File: src/rtl/srrip_pkg.sv
// Shared types and constants for the SRRIP cache tag store.
package srrip_pkg;

	// Fixed field widths.
	localparam int TAG_W      = 32;
	localparam int CNT_W      = 32;
	localparam int RRPV_W     = 2;
	localparam int CFG_IDX_W  = 2;
	localparam int CFG_DATA_W = 5;
	localparam int SHIFT_W    = 6;

	// Largest block offset honored; larger settings saturate to it.
	localparam logic [4:0] OFFSET_MAX = 5'd16;

	// Configuration register indexes.
	localparam logic [CFG_IDX_W-1:0] CFG_OFFSET_BITS = 2'd0;
	localparam logic [CFG_IDX_W-1:0] CFG_INDEX_BITS  = 2'd1;
	localparam logic [CFG_IDX_W-1:0] CFG_WAYS_IN_USE = 2'd2;

	// Reset values of the configuration registers.
	localparam logic [4:0] OFFSET_BITS_RST = 5'd6;
	localparam logic [3:0] INDEX_BITS_RST  = 4'd6;
	localparam logic [4:0] WAYS_IN_USE_RST = 5'd4;

	// Event counter slots.
	localparam int CNT_NUM        = 6;
	localparam int CNT_ACCESS     = 0;
	localparam int CNT_LOAD_HIT   = 1;
	localparam int CNT_STORE_HIT  = 2;
	localparam int CNT_LOAD_MISS  = 3;
	localparam int CNT_STORE_MISS = 4;
	localparam int CNT_DIRTY_EVCT = 5;

	// RRPV maxima for the two supported widths.
	localparam logic [RRPV_W-1:0] RRPV_MAX_WIDE   = 2'd3;
	localparam logic [RRPV_W-1:0] RRPV_MAX_NARROW = 2'd1;

	typedef enum logic [1:0] {
		ST_CLEAR,
		ST_IDLE,
		ST_UPDATE
	} state_t;

	// One way of a set.
	typedef struct packed {
		logic [TAG_W-1:0]  tag;
		logic              valid;
		logic              dirty;
		logic [RRPV_W-1:0] rrpv;
	} line_t;

	// Outcome of one access, handed to the event counters.
	typedef struct packed {
		logic store;
		logic hit;
		logic dirty_ev;
	} ev_t;

endpackage

File: src/rtl/srrip_counters.sv
// Six saturating event counters.
module srrip_counters
	import srrip_pkg::*;
(
	input  logic                           clk,
	input  logic                           arst_n,
	input  logic                           upd,
	input  ev_t                            ev,
	output logic [CNT_NUM-1:0][CNT_W-1:0]  cnt_q
);

	logic [CNT_NUM-1:0] inc;

	always_comb begin
		inc                 = '0;
		inc[CNT_ACCESS]     = 1'b1;
		inc[CNT_LOAD_HIT]   = ev.hit && !ev.store;
		inc[CNT_STORE_HIT]  = ev.hit && ev.store;
		inc[CNT_LOAD_MISS]  = !ev.hit && !ev.store;
		inc[CNT_STORE_MISS] = !ev.hit && ev.store;
		inc[CNT_DIRTY_EVCT] = ev.dirty_ev;
	end

	always_ff @(posedge clk or negedge arst_n) begin
		if (!arst_n) begin
			cnt_q <= '0;
		end else if (upd) begin
			for (int i = 0; i < CNT_NUM; i++) begin
				if (inc[i] && (cnt_q[i] != '1)) begin
					cnt_q[i] <= cnt_q[i] + CNT_W'(1);
				end
			end
		end
	end

endmodule

File: config.mk
export PLATFORM = sky130hd
export DESIGN_NAME = srrip_counters
export DESIGN_NICKNAME = d
export VERILOG_FILES = /design/src/rtl/srrip_pkg.sv /design/src/rtl/srrip_counters.sv
export SDC_FILE = /design/constraint.sdc
export NUM_CORES = 1
export LEC_CHECK = 0
export BUFFER_PORTS_ARGS = -buffer_cell sky130_fd_sc_hd__buf_2
export CAP_MARGIN = 20
export CORE_ASPECT_RATIO = 0.7
export CORE_MARGIN = 3
export CORE_UTILIZATION = 39
export CTS_CLUSTER_SIZE = 28
export DETAILED_ROUTE_END_ITERATION = 10
export SETUP_SLACK_MARGIN = 0.15
export SYNTH_ARGS = -nofsm -noshare
export SYNTH_HDL_FRONTEND = slang
export SYNTH_SLANG_ARGS = --single-unit
File: constraint.sdc
create_clock -name clk -period 2.5 [get_ports clk]
set_input_delay 0 -clock clk [delete_from_list [all_inputs] [get_ports clk]]
set_output_delay 0 -clock clk [all_outputs]
set_load 0.05 [all_outputs]
Word level (Yosys, flattened, before mapping):

Index checks and enable logic that the tools add are counted.

* input port bits: 6
* output and inout port bits: 192
* bits in registers: 192
* ROM bits: 0
* memories kept: 0
* logic and storage cells: 35
* bits in latches: 0
* memory bits (writable): 0

* shift-type cells: 0
* equality and inequality tests: 6
* divide/modulo/power cells: 0
* add/subtract/negate cells: 6
* bitwise operators: 0
* reductions and logical operators: 17
* multiplexer cells: 0
* $lt $le $gt $ge: 0
* multipliers: 0

Operator list (count)
* adder 32 x 1 -> 32 bit (second input constant): 6
* != test 32 bit (second input constant): 6
* AND reduction 2 bit: 6
* logical AND 1 bit: 9
* logical NOT 1 bit: 2

Longest topological paths before layout:

* depth in word-level cells: 4
* depth in mapped cells: 8
* mapped depth without buffers: 6

Least setup slack after synthesis:

OpenSTA, ideal clock, no wires.

* kind: register -> register
* start point: register cnt_q[122] (netlist bit)
* end point: register cnt_q[97] (netlist bit)
* data required time: 2.372 ns
* clock period less this slack: 2.512 ns
* buffers on the path: 1
* cell stages (with the launch flop): 7
* slack: -0.012 ns
* arrival time: 2.384 ns
* cells stage by stage: dfrtp_1 nand4_1 or4_1 or3_1 buf_2 nand3_2 mux2_1

* cells in the longest elaborated chain, start to end: 3

Ends and longest elaborated chain
* start: declaration: line srrip_counters.sv:9 `output logic [CNT_NUM-1:0][CNT_W-1:0] cnt_q`
* start signal: indexed assignment: line srrip_counters.sv:30 `cnt_q[i] <= cnt_q[i] + CNT_W'(1);`
* != test 32 bit: line srrip_counters.sv:29 `if (inc[i] && (cnt_q[i] != '1)) begin`
* logical AND 1 bit: line srrip_counters.sv:29
* AND reduction 2 bit (no line)

No other way between the ends.
A chain may end at the register's enable or synchronous reset.

Worst setup path after layout:

Same ends and word-level chain as after synthesis.

==> run_results.csv <==
group,metric,value,unit
outcome,status,"finished, final reports clean",
clock_tree,cts.sinks,192,
synth,synth_top_family_by_area,"simple AND/OR/NAND/NOR gates",
synth,synth_area,9300,um^2
synth,synth_enable_flop_cells,0,
route,vias,7429,
pwr,power.density,727,nW/um^2
clock_tree,clockRootBuffer,"clkbuf_16",
synth,ys_seq_area_share,51.7,%
timing,fin_crit_sh,89.3,%
placement,gp_congestion,0.817,
finish,largest_register,"cnt_q",
critical_path,regToRegEndpoint,"cnt_q[97]",
global_route,grt_use_total,18.3,%
synth,synth_fp_nets,889,
timing,period_needed,2.23,ns
critical_path,reg2reg_slack,0.27,ns
critical_path,r2r.worst_path.cells,5,
finish,final_cell_mix,"196 x buf_2, 179 x dfrtp_1, 98 x xnor2_1, 83 x xor2_1, 79 x nand2_1",
timing,tightest_slew,0.620,ns
timing,finalSetupTns,0,ns
clock_tree,cts_tree,"yes",
route,wl_per_cell,16.4,um
critical_path,critical_path_class,"register to register",
pwr,vdd_ir_drop_max,0.536,mV
clock_tree,postCtsSetupBuffers,0,
clock_tree,htreeDepth,4,
synth,synthMuxAreaShare,0.888,%
finish,syn_to_final_growth,23.4,%
critical_path,path_max_fanout,7,
finish,drive_gt1_share,26.9,%
flow_run,timing.max_cap.violations,0,
route,routed_wl,23.4,mm
timing,rsz0062_at_grt,"no",
critical_path,crit_arrival,2.55,ns
timing,finalSetupViolCount,0,
min_path,hold_path_class,"input pin to register",
critical_path,required,2.82,ns
floorplanning,die_h,135,um
clock_tree,clockBufferDepth,2,
pwr,power.leakage,0.00569,uW
floorplanning,rows,46,
clock_tree,numCtsBuffers,17,
critical_path,worstSetupStartpoint,"cnt_q[122]",
finish,num-fill-cells,2207,
route,dr_wl_met2,9.74,mm
placement,dp_hpwl,17.0,mm
critical_path,startpoint_type,"register",
timing,relSlewSlack,58.0,%
synth,synth_xor_area_share,17.1,%
synth,synth_cells,877,
floorplanning,dieArea,25800,um^2
global_route,grt_start_max_net_pins,112,
finish,final_cell_area,11500,um^2
timing,fin_hold_ws,0.0157,ns
synth,synth_ff_type,"dfrtp_1",
clock_tree,clkTransAtPathRegs,0.07,ns
min_path,whs_path_depth,3,
timing,skew,0.0101,ns
finish,largest_reg_flops,192,
route,ant_nets,0,
floorplanning,start_util,40.4,%
global_route,grt_pass1_vias,6929,
finish,post-route-util,49.8,%
route,met1Wirelength,12.2,mm
floorplanning,fp.dieW,191,um
synth,synthAdderAreaFrac,0.807,%
placement,port_buffers,197,
timing,fmax,448,MHz
finish,reg.largest.list,"cnt_q x192",
floorplanning,io_pins,198,
finish,antennaDiodeCount,0,
placement,placed_cell_area,10800,um^2
synth,postSynthAreaPerCell,10.6,um^2
route,vias_per_cell,5.21,
route,dr.pass1.iters,5,
synth,synth_compound_area_share,1.99,%
synth,ys_types,56,
floorplanning,core,23000,um^2
route,top_layer,"met4",
finish,finalNetCount,1113,
critical_path,reg2reg_from,"cnt_q[122]",
global_route,grt-ovfl-total,0,
finish,final_common_cell,"buf_2",
clock_tree,clk_latency,0.43,ns
synth,async_flop_share,100,%
synth,ys_seq_elements,192,
timing,hold_violations,0,
timing,slew_viol_final,0,
global_route,grt_first_pass_wirelength,37.9,mm
critical_path,cp-end-kind,"register",
global_route,antenna_found_initial,0,
critical_path,endpoint,"cnt_q[97]",
synth,synth-simple-area-share,25.9,%
route,wl_met3,1.38,mm
synth,ys_warn_count,0,
route,drt_iter0_markers,436,
route,drcViolationCount,0,
[metal layers]
layer,global-route usage [%],vias up
li1,-,3580
met1,29.1,3660
met2,25.0,179
met3,4.42,10
met4,3.79,0
met5,0,-
[layout make-up]
cell class                 count  area (um^2)  area share, %
sequential                   192         4820           42.0
multi-input combinational    647         4360           38.0
timing repair buffer         225         1250           10.9
clock buffer                  19          453           3.95
tap                          312          390           3.40
clock inverter                13          130           1.13
inverter                      18         67.6          0.589
[how the worst min path moves through the flow]
stage	endpoint	startpoint	slack [ns]
after CTS	cnt_q[96]	upd	0.004
after global routing	cnt_q[96]	upd	0.04
after floorplan	cnt_q[0]	arst_n	-0.30
final	cnt_q[96]	upd	0.02
after global placement	cnt_q[117]	arst_n	-0.15
after detailed placement	cnt_q[117]	arst_n	-0.15
[worst max-delay path, cell delays in order, from the launching register on]
cell,delay (ns)
dfrtp_2,0.43
nand4_1,0.21
or4_1,0.60
or3_4,0.44
nand3_2,0.11
mux2_1,0.32
[what timing repair did]
item | CTS | global route
setup endpoints to repair | 0 | 16
hold buffers | 3 | 0
gates resized for setup | 0 | 6
hold endpoints to repair | 193 | 0
[power breakdown]
group	internal [uW]	total, uW	switching (uW)
clock network	1450	2730	1280
registers	3380	3740	368
logic	462	1870	1410
total	5290	8340	3060
[Yosys cell counts, types with 6 or more instances]
cell type	instances	area share (%)
and2_1	8	0.54
and3_1	30	2.0
and4_1	17	1.6
clkbuf_1	12	0.48
dfrtp_1	192	52
ha_1	6	0.81
inv_1	18	0.73
nand2_1	80	3.2
nand3_1	75	4.0
nand4_1	65	4.4
nor2_1	51	2.1
nor3_1	36	1.9
nor3b_1	7	0.57
nor4_1	26	1.7
xnor2_1	98	9.2
xor2_1	83	7.8
[per-stage QoR]
stage / total power, uW / instances / setup WS, ns
after global routing: 8740 / 1426 / 0.181
after detailed placement: 5700 / 1391 / 0.223
after floorplan: 5090 / 877 / 0.140
after CTS: 8460 / 1426 / 0.197
after global placement: 5670 / 1391 / 0.301
final: 8340 / 1426 / 0.268
[cell families (layout without fill, tap and decap cells)]
group                    count (synthesis)  after routing
AND/OR/NAND/NOR                        433            433
flip-flops                             192            192
XOR/XNOR                               181            181
buffers and inverters                   38            275
AO/OA/AOI/OAI                           20             20
multiplexers                             7              7
adder cells (fa/ha/maj)                  6              6
Power figures use the tool's default switching activity.
